===== config.mk =====
export PLATFORM = sky130hd
export DESIGN_NAME = multiword_integer_alu
export DESIGN_NICKNAME = d
export VERILOG_FILES = /design/src/rtl/mwalu_pkg.sv /design/src/rtl/mwalu_core.sv /design/src/rtl/mwalu_outq.sv /design/src/rtl/multiword_integer_alu.sv
export SDC_FILE = /design/constraint.sdc
export NUM_CORES = 1
export LEC_CHECK = 0
export ABC_CLOCK_PERIOD_IN_PS = 4500
export BUFFER_PORTS_ARGS = -buffer_cell sky130_fd_sc_hd__buf_4
export CELL_PAD_IN_SITES_DETAIL_PLACEMENT = 1
export CELL_PAD_IN_SITES_GLOBAL_PLACEMENT = 2
export CORE_MARGIN = 1.5
export CORE_UTILIZATION = 30
export DETAILED_ROUTE_END_ITERATION = 7
export GPL_ROUTABILITY_DRIVEN = 0
export PLACE_DENSITY = 0.62
export SYNTH_ARGS = -nofsm -noshare
export SYNTH_HDL_FRONTEND = slang
export SYNTH_HIERARCHICAL = 1
export SYNTH_SLANG_ARGS = --single-unit
export TNS_END_PERCENT = 30

===== constraint.sdc =====
create_clock -name clk -period 4.5 [get_ports clk]
set_input_delay 0.9 -clock clk [delete_from_list [all_inputs] [get_ports clk]]
set_output_delay 0.9 -clock clk [all_outputs]
set_load 0.02 [all_outputs]

===== src/rtl/mwalu_pkg.sv =====
// mwalu_pkg: shared types, constants and a helper function of the multiword integer alu
// used by mwalu_core, mwalu_outq and multiword_integer_alu; depends on nothing
`default_nettype none

package mwalu_pkg;

	localparam int WORD_W    = 32;
	localparam int SHIFT_W   = 5;
	localparam int OP_W      = 3;
	localparam int STATUS_W  = 2;
	localparam int MAX_WORDS = 64;
	localparam int POS_W     = (MAX_WORDS > 1) ? $clog2(MAX_WORDS) : 1;
	localparam int LEN_W     = $clog2(WORD_W + 1);
	localparam int IN_DATA_W  = ((2 * WORD_W + SHIFT_W + 7) / 8) * 8;
	localparam int OUT_DATA_W = ((WORD_W + STATUS_W + 7) / 8) * 8;
	localparam int OQ_DEPTH  = 4;
	localparam int OQ_IDX_W  = $clog2(OQ_DEPTH);
	localparam int OQ_CNT_W  = $clog2(OQ_DEPTH + 1);

	localparam logic [OP_W-1:0] OP_ADD    = 3'd0;
	localparam logic [OP_W-1:0] OP_SUB    = 3'd1;
	localparam logic [OP_W-1:0] OP_CMP    = 3'd2;
	localparam logic [OP_W-1:0] OP_SHIFT  = 3'd3;
	localparam logic [OP_W-1:0] OP_BITCNT = 3'd4;

	localparam logic [STATUS_W-1:0] CMP_EQUAL   = 2'd0;
	localparam logic [STATUS_W-1:0] CMP_LARGER  = 2'd1;
	localparam logic [STATUS_W-1:0] CMP_SMALLER = 2'd2;

	localparam logic [POS_W-1:0] POS_LIMIT = POS_W'(MAX_WORDS - 1);

	typedef struct packed {
		logic [OP_W-1:0]    op;
		logic [WORD_W-1:0]  a_word;
		logic [WORD_W-1:0]  b_word;
		logic [SHIFT_W-1:0] shift_bits;
		logic               last_in;
	} item_t;

	typedef struct packed {
		logic [WORD_W-1:0]   out_word;
		logic [STATUS_W-1:0] status;
		logic                last_out;
	} result_t;

	typedef struct packed {
		logic [1:0] n;
		result_t    res0;
		result_t    res1;
	} core_out_t;

	function automatic logic [LEN_W-1:0] bit_length(input logic [WORD_W-1:0] w);
		logic [LEN_W-1:0] len;
		len = '0;
		for (int i = 0; i < WORD_W; i++) begin
			if (w[i]) begin
				len = LEN_W'(i + 1);
			end
		end
		return len;
	endfunction

endpackage

`default_nettype wire


===== src/rtl/mwalu_core.sv =====
// mwalu_core: per-word arithmetic, compare, funnel shift and bit length with running state
// imports mwalu_pkg; results are combinational from the input stage register
`default_nettype none

module mwalu_core (
	input  wire                  clk,
	input  wire                  arst_n,
	input  wire mwalu_pkg::item_t item,
	input  wire                  advance,
	output mwalu_pkg::core_out_t core_out
);
	import mwalu_pkg::*;

	logic                carry_q;
	logic [STATUS_W-1:0] cmp_q;
	logic [WORD_W-1:0]   prev_word_q;
	logic                have_prev_q;
	logic [POS_W-1:0]    pos_q;
	logic                top_valid_q;
	logic [POS_W-1:0]    top_pos_q;
	logic [LEN_W-1:0]    top_len_q;

	logic [WORD_W:0]     sum;
	logic [WORD_W:0]     diff;
	logic [STATUS_W-1:0] cmp_next;
	logic [WORD_W-1:0]   pair_word;
	logic [WORD_W-1:0]   top_word;
	logic [LEN_W-1:0]    a_len;
	logic                a_nz;
	logic                cnt_valid;
	logic [POS_W-1:0]    cnt_pos;
	logic [LEN_W-1:0]    cnt_len;
	logic [WORD_W-1:0]   count;
	logic [2*WORD_W-1:0] funnel;

	assign sum  = {1'b0, item.a_word} + {1'b0, item.b_word} + (WORD_W+1)'(carry_q);
	assign diff = {1'b0, item.a_word} - {1'b0, item.b_word} - (WORD_W+1)'(carry_q);
	assign funnel    = {item.a_word, prev_word_q} >> item.shift_bits;
	assign pair_word = funnel[WORD_W-1:0];
	assign top_word  = item.a_word >> item.shift_bits;
	assign a_len = bit_length(item.a_word);
	assign a_nz  = (item.a_word != '0);
	assign cnt_valid = a_nz | top_valid_q;
	assign cnt_pos   = a_nz ? pos_q : top_pos_q;
	assign cnt_len   = a_nz ? a_len : top_len_q;
	assign count = cnt_valid ? (WORD_W'({cnt_pos, 5'd0}) + WORD_W'(cnt_len)) : '0;

	always_comb begin
		if (item.a_word > item.b_word) begin
			cmp_next = CMP_LARGER;
		end else if (item.a_word < item.b_word) begin
			cmp_next = CMP_SMALLER;
		end else begin
			cmp_next = cmp_q;
		end
	end

	always_comb begin
		core_out = '0;
		case (item.op)
			OP_ADD: begin
				core_out.n = 2'd1;
				core_out.res0 = '{sum[WORD_W-1:0],
					item.last_in ? STATUS_W'(sum[WORD_W]) : '0, item.last_in};
			end
			OP_SUB: begin
				core_out.n = 2'd1;
				core_out.res0 = '{diff[WORD_W-1:0],
					item.last_in ? STATUS_W'(diff[WORD_W]) : '0, item.last_in};
			end
			OP_CMP: begin
				if (item.last_in) begin
					core_out.n = 2'd1;
					core_out.res0 = '{'0, cmp_next, 1'b1};
				end
			end
			OP_SHIFT: begin
				if (have_prev_q) begin
					core_out.res0 = '{pair_word, '0, 1'b0};
					core_out.res1 = '{top_word, '0, 1'b1};
					core_out.n = item.last_in ? 2'd2 : 2'd1;
				end else if (item.last_in) begin
					core_out.n = 2'd1;
					core_out.res0 = '{top_word, '0, 1'b1};
				end
			end
			OP_BITCNT: begin
				if (item.last_in) begin
					core_out.n = 2'd1;
					core_out.res0 = '{count, '0, 1'b1};
				end
			end
			default: begin
				core_out = '0;
			end
		endcase
	end

	always_ff @(posedge clk or negedge arst_n) begin
		if (!arst_n) begin
			carry_q     <= 1'b0;
			cmp_q       <= CMP_EQUAL;
			prev_word_q <= '0;
			have_prev_q <= 1'b0;
			pos_q       <= '0;
			top_valid_q <= 1'b0;
			top_pos_q   <= '0;
			top_len_q   <= '0;
		end else if (advance) begin
			if (item.last_in) begin
				carry_q     <= 1'b0;
				cmp_q       <= CMP_EQUAL;
				prev_word_q <= '0;
				have_prev_q <= 1'b0;
				pos_q       <= '0;
				top_valid_q <= 1'b0;
				top_pos_q   <= '0;
				top_len_q   <= '0;
			end else begin
				case (item.op)
					OP_ADD: begin
						carry_q <= sum[WORD_W];
					end
					OP_SUB: begin
						carry_q <= diff[WORD_W];
					end
					OP_CMP: begin
						cmp_q <= cmp_next;
					end
					OP_SHIFT: begin
						prev_word_q <= item.a_word;
						have_prev_q <= 1'b1;
					end
					OP_BITCNT: begin
						if (a_nz) begin
							top_valid_q <= 1'b1;
							top_pos_q   <= pos_q;
							top_len_q   <= a_len;
						end
					end
					default: begin
					end
				endcase
				if ((item.op <= OP_BITCNT) && (pos_q < POS_LIMIT)) begin
					pos_q <= pos_q + 1'b1;
				end
			end
		end
	end

endmodule

`default_nettype wire


===== src/rtl/mwalu_outq.sv =====
// mwalu_outq: small result queue taking up to two results per cycle, one out per cycle
// while ready; imports mwalu_pkg; feeds the master stream of multiword_integer_alu
`default_nettype none

module mwalu_outq (
	input  wire                          clk,
	input  wire                          arst_n,
	input  wire                          push,
	input  wire mwalu_pkg::core_out_t    core_out,
	output logic                         room2,
	output logic [mwalu_pkg::OQ_CNT_W-1:0] count,
	output logic                         m_axis_tvalid,
	input  wire                          m_axis_tready,
	output logic [mwalu_pkg::OUT_DATA_W-1:0] m_axis_tdata,
	output logic                         m_axis_tlast
);
	import mwalu_pkg::*;

	result_t              entry_q [OQ_DEPTH];
	logic [OQ_IDX_W-1:0]  wr_ptr_q;
	logic [OQ_IDX_W-1:0]  rd_ptr_q;
	logic [OQ_CNT_W-1:0]  count_q;
	logic                 pop;
	logic [1:0]           n_push;
	result_t              head;

	assign pop    = m_axis_tvalid && m_axis_tready;
	assign n_push = push ? core_out.n : 2'd0;
	assign room2  = (count_q <= OQ_CNT_W'(OQ_DEPTH - 2));
	assign count  = count_q;
	assign head   = entry_q[rd_ptr_q];
	assign m_axis_tvalid = (count_q != '0);
	assign m_axis_tdata  = OUT_DATA_W'({head.status, head.out_word});
	assign m_axis_tlast  = head.last_out;

	always_ff @(posedge clk) begin
		if (n_push != 2'd0) begin
			entry_q[wr_ptr_q] <= core_out.res0;
		end
		if (n_push == 2'd2) begin
			entry_q[wr_ptr_q + 1'b1] <= core_out.res1;
		end
	end

	always_ff @(posedge clk or negedge arst_n) begin
		if (!arst_n) begin
			wr_ptr_q <= '0;
			rd_ptr_q <= '0;
			count_q  <= '0;
		end else begin
			wr_ptr_q <= wr_ptr_q + OQ_IDX_W'(n_push);
			if (pop) begin
				rd_ptr_q <= rd_ptr_q + 1'b1;
			end
			count_q <= count_q + OQ_CNT_W'(n_push) - OQ_CNT_W'(pop);
		end
	end

endmodule

`default_nettype wire


===== src/rtl/multiword_integer_alu.sv =====
// channel  dir  tdata (low bit up)                     tuser  tlast
// s_axis   in   a_word[31:0] b_word[31:0] shift_bits[4:0] op     last_in
// m_axis   out  out_word[31:0] status[1:0]               -      last_out
// one request per cycle unless stalled: input register -> core -> result queue
// results go valid at the edge that moves the request out of the input register
// a shift request that ends an operation after earlier shift words gives two results
// the input register holds while the result queue has fewer than two free entries
// arst_n clears the running state, the input register valid and the queue
// multiword_integer_alu: top level; depends on mwalu_pkg, mwalu_core, mwalu_outq
`default_nettype none

module multiword_integer_alu (
	input  wire         clk,
	input  wire         arst_n,
	input  wire         s_axis_tvalid,
	output logic        s_axis_tready,
	input  wire  [mwalu_pkg::IN_DATA_W-1:0]  s_axis_tdata, // a_word, b_word, shift_bits
	input  wire  [mwalu_pkg::OP_W-1:0]       s_axis_tuser, // op
	input  wire         s_axis_tlast,
	output logic        m_axis_tvalid,
	input  wire         m_axis_tready,
	output logic [mwalu_pkg::OUT_DATA_W-1:0] m_axis_tdata, // out_word, status
	output logic        m_axis_tlast
);
	import mwalu_pkg::*;

	logic                valid_s1;
	item_t               item_s1;
	logic                advance_s1;
	logic                room2;
	logic [OQ_CNT_W-1:0] q_count;
	core_out_t           core_out;

	assign advance_s1    = valid_s1 && room2;
	assign s_axis_tready = !valid_s1 || advance_s1;

	always_ff @(posedge clk or negedge arst_n) begin
		if (!arst_n) begin
			valid_s1 <= 1'b0;
		end else if (s_axis_tready) begin
			valid_s1 <= s_axis_tvalid;
		end
	end

	always_ff @(posedge clk) begin
		if (s_axis_tready && s_axis_tvalid) begin
			item_s1.op         <= s_axis_tuser;
			item_s1.a_word     <= s_axis_tdata[WORD_W-1:0];
			item_s1.b_word     <= s_axis_tdata[2*WORD_W-1:WORD_W];
			item_s1.shift_bits <= s_axis_tdata[2*WORD_W+SHIFT_W-1:2*WORD_W];
			item_s1.last_in    <= s_axis_tlast;
		end
	end

	mwalu_core u_core (
		.clk      (clk),
		.arst_n   (arst_n),
		.item     (item_s1),
		.advance  (advance_s1),
		.core_out (core_out)
	);

	mwalu_outq u_outq (
		.clk           (clk),
		.arst_n        (arst_n),
		.push          (advance_s1),
		.core_out      (core_out),
		.room2         (room2),
		.count         (q_count),
		.m_axis_tvalid (m_axis_tvalid),
		.m_axis_tready (m_axis_tready),
		.m_axis_tdata  (m_axis_tdata),
		.m_axis_tlast  (m_axis_tlast)
	);

	a_queue_bound: assert property (@(posedge clk) disable iff (!arst_n)
		q_count <= OQ_CNT_W'(OQ_DEPTH))
		else $error("result queue overflow");

	a_stall_hold: assert property (@(posedge clk) disable iff (!arst_n)
		(valid_s1 && !advance_s1) |=> (valid_s1 && $stable(item_s1)))
		else $error("input register changed while stalled");

	a_two_only_shift_end: assert property (@(posedge clk) disable iff (!arst_n)
		(valid_s1 && core_out.n == 2'd2) |-> (item_s1.op == OP_SHIFT && item_s1.last_in))
		else $error("two results outside a closing shift");

	a_no_three: assert property (@(posedge clk) disable iff (!arst_n)
		valid_s1 |-> (core_out.n != 2'd3))
		else $error("invalid result count");

endmodule

`default_nettype wire

==> impl_metrics.py <==
metrics = {
    "run_status": {
        "outcome": "completed",
    },
    "clock_tree": {
        "cts.sinks": 276,
        "cts_tree": "yes",
        "number_of_setup_buffers_added_after_cts": 0,
        "max-clock-path-buffers": 3,
        "clk-insertion-delay-late_ns": 0.56,
        "clk_pin_slew_worst_paths_ns": 0.06,
        "clock_tree.htree_level_count": 2,
        "numCtsBuffers": 37,
        "clk_root_buffer_cell": "clkbuf_16",
        "cts_hold_repair.buffers": 0,
    },
    "global_route": {
        "grt_overflow": 0,
        "grt.total_usage_pct": 22.5,
        "first_global_vias": 17922,
        "antenna_found_initial": 1,
        "global_route_wire_length_before_repair_um": 123000,
        "grt_start_max_net_pins": 70,
    },
    "power": {
        "pwr-share-clk_pct": 17.6,
        "power.sequential.fraction_pct": 24.6,
        "finalPower_w": 0.0170,
        "comb_power_share_pct": 57.8,
        "power_report.internal_total_w": 0.00934,
        "power.ir.vdd_worst_uv": 244,
        "net-switching-power_w": 0.00765,
        "netSwitchingFraction_pct": 45.0,
        "power-per-cell-area_mw_per_mm2": 671,
        "static-leakage-power_nw": 10.3,
    },
    "final_layout": {
        "layout-drive-gt1-share_pct": 24.8,
        "filler_cell_count": 8035,
        "area_growth_syn_to_layout_pct": 17.0,
        "finalInstanceArea_mm2": 0.0253,
        "finalNetCount": 2468,
        "layout.core_utilization_pct": 35.5,
    },
    "critical_path": {
        "reg2reg_to": "u_outq/entry_q[3][34]",
        "r2r_startpoint": "item_s1[47]",
        "worst-endpoint-required_ns": 4.80,
        "timing.critical_path.from_type": "register",
        "timing.reg2reg.setup_slack_ns": 0.16,
        "worst-endpoint-arrival_ns": 4.64,
        "worst_r2r_path_depth": 12,
        "timing_worst_setup_path_type": "register to register",
        "cp_max_fo": 9,
        "critPathCaptureType": "register",
    },
    "synth": {
        "asyncSetResetFlopFracSynth_pct": 22.8,
        "synth.most_common_cell": "nand2_1",
        "postSynthAreaPerCell_um2": 10.3,
        "mappedNetlistArea_mm2": 0.0216,
        "synth-edff-count": 213,
        "synthTopCellsByCount": "nand2_1 (237), edfxtp_1 (213), inv_1 (151)",
        "yosys.area.top_type_share_pct": 29.6,
        "synth_seq_cells": 276,
        "synthesis.yosys.warnings": 6,
        "synthCells": 2092,
        "post-synth-top-area-cell": "edfxtp_1",
        "primary_flip_flop_cell_chosen_by_synthesis_mapping": "edfxtp_1",
        "yosys.cell_types.count": 91,
        "synth.area.top_cells": "edfxtp_1 (30%), mux4_2 (9.4%), ha_1 (7.8%)",
        "synth.yosys.seq_area_share_pct": 36.9,
    },
    "route": {
        "total_detailed_routing_wirelength_um": 84200,
        "avgRoutedWirePerCell_um": 26.1,
        "routed_via_density": 5.40,
        "detail_route.drc_violations": 0,
        "drt_first_pass_iters": 5,
        "antenna_violating_nets_post_route": 0,
        "first_iter_violations": 1233,
        "vias": 17418,
    },
    "timing": {
        "timing.hold.ws_ns": 0.486,
        "setup_violations": 0,
        "max_freq_mhz": 230,
        "final_hold_viol_count": 0,
        "slew_headroom_pct": 33.9,
        "setup_repair_after_global_routing_missed_its_margin": "no",
        "fin_setup_tns_ns": 0,
        "post-route-period-util_pct": 96.5,
        "slew_of_the_pin_with_the_lowest_slew_margin_ns": 0.992,
        "finalClockSkew_ns": 0.0259,
        "finalWorstPathRequiredPeriod_ns": 4.34,
        "maxSlewViolCount": 0,
    },
    "floorplan": {
        "fp-row-count": 98,
        "core_mm2": 0.0714,
        "die_outline_area_mm2": 0.0737,
        "start_util_pct": 30.3,
        "floorplan.io_pins": 123,
        "die_height_um": 271,
        "die_width_um": 271,
    },
    "worst_hold_path": {
        "worst_hold_startpoint": "u_core/cmp_q[1]",
        "hold_path_end": "u_core/cmp_q[1]",
        "hp-class": "register to register",
        "worstHoldPathCells": 2,
    },
    "placed_design": {
        "numPortBuffers": 113,
        "hpwlAfterDp_um": 65100,
        "detailed_place.area_mm2": 0.0241,
    },
    "job": {
        "drv_cap": 0,
    },
}
flip-flops by register name (all words and copies together) (netlist names), 2 cells and up:
signal,count
u_outq/count,3
u_core/top_len_q,6
u_core/cmp_q,2
u_core/pos_q,6
u_outq/entry_q,140
item_s1,73
u_outq/rd_ptr_q,2
u_core/prev_word_q,32
u_outq/wr_ptr_q,2
u_core/top_pos_q,6
layer usage:
layer | GRT usage [%] | wire, um | vias up
li1 | - | - | 8043
met1 | 30.4 | 37900 | 8872
met2 | 37.4 | 40100 | 404
met3 | 3.15 | 3600 | 99
met4 | 6.83 | 2600 | 0
met5 | 0 | 0 | -
per-stage QoR:
| step | std cells | setup slack, ns |
|---|---|---|
| after CTS | 3225 | 0.186 |
| after floorplan | 2098 | 0.838 |
| after global routing | 3225 | 0.0252 |
| after global placement | 3160 | 0.267 |
| final | 3227 | 0.159 |
| after detailed placement | 3160 | 0.222 |
repair_timing:
item | 4_1_cts | 5_1_grt
endpoints found under the hold margin | 0 | 0
gates resized for setup | 0 | 1
setup endpoints to repair | 0 | 2
layout make-up:
type,count,area (um^2),area share [%]
well taps,950,1190,4.70
diodes,2,5.00,0.0198
multi-input cells,1536,12500,49.3
inverters,154,578,2.28
clock buffers,46,1000,3.96
flip-flops and latches,276,7970,31.5
clock inverters,19,213,0.840
repair buffers,244,1870,7.39
worst max-delay path, stage by stage (launching register included):
cell	delay (ns)
edfxtp_1	0.55
ha_1	0.38
inv_1	0.09
ha_1	0.32
o21ai_0	0.30
a21oi_1	0.17
o2111ai_1	0.53
o31a_1	0.42
a211oi_1	0.16
o31ai_1	0.32
mux2i_1	0.23
o211ai_1	0.27
mux2_2	0.36
power by group through the flow:
stage | logic [W] | clock network [W] | registers (W)
floorplan | 0.00632 | 0 | 0.00396
global placement | 0.00960 | 0 | 0.00420
detailed placement | 0.00974 | 0 | 0.00423
CTS | 0.00980 | 0.00307 | 0.00419
global route | 0.0106 | 0.00316 | 0.00426
finish | 0.00982 | 0.00299 | 0.00418
worst max path at each step:
stage | from | to | slack (ns) | depth (start not counted)
6_report | item_s1[47] | u_outq/entry_q[3][34] | 0.16 | 12
5_1_grt | item_s1[38] | u_outq/entry_q[1][31] | 0.03 | 14
4_1_cts | item_s1[38] | u_outq/entry_q[0][1] | 0.19 | 12
3_5_place_dp | item_s1[38] | u_outq/entry_q[0][1] | 0.22 | 12
3_3_place_gp | item_s1[6] | u_outq/entry_q[0][1] | 0.27 | 13
2_1_floorplan | item_s1[68] | u_outq/entry_q[0][12] | 0.84 | 14
cells in the final DEF, fill, tap and decap left out, drive strengths merged, types with 17 or more instances in the layout:
master  count
a211oi     26
a21o       19
a21oi     124
a22oi      17
a31oi      17
buf       244
clkbuf     46
dfrtp      63
edfxtp    213
ha        134
inv       153
mux2      150
mux2i      56
mux4       91
nand2     237
nand3      19
nor2      144
nor3       31
nor4       18
o21ai     121
o31ai      38
xnor2      42
xor2       18
cell families (layout without fill, tap and decap cells):
| kind of cell | count (synthesis) | in the layout | share of synthesized area (%) |
|---|---|---|---|
| AO/OA/AOI/OAI | 490 | 490 | 14.6 |
| XOR/XNOR | 60 | 60 | 2.43 |
| adder cells (fa/ha/maj) | 139 | 139 | 8.22 |
| buffers and inverters | 286 | 463 | 5.72 |
| flip-flops | 276 | 276 | 36.9 |
| multiplexers | 297 | 297 | 20.4 |
| other | 2 | 10 | 0.0347 |
| AND/OR/NAND/NOR | 542 | 542 | 11.7 |
Note: power is estimated with default switching activity, not from simulation.
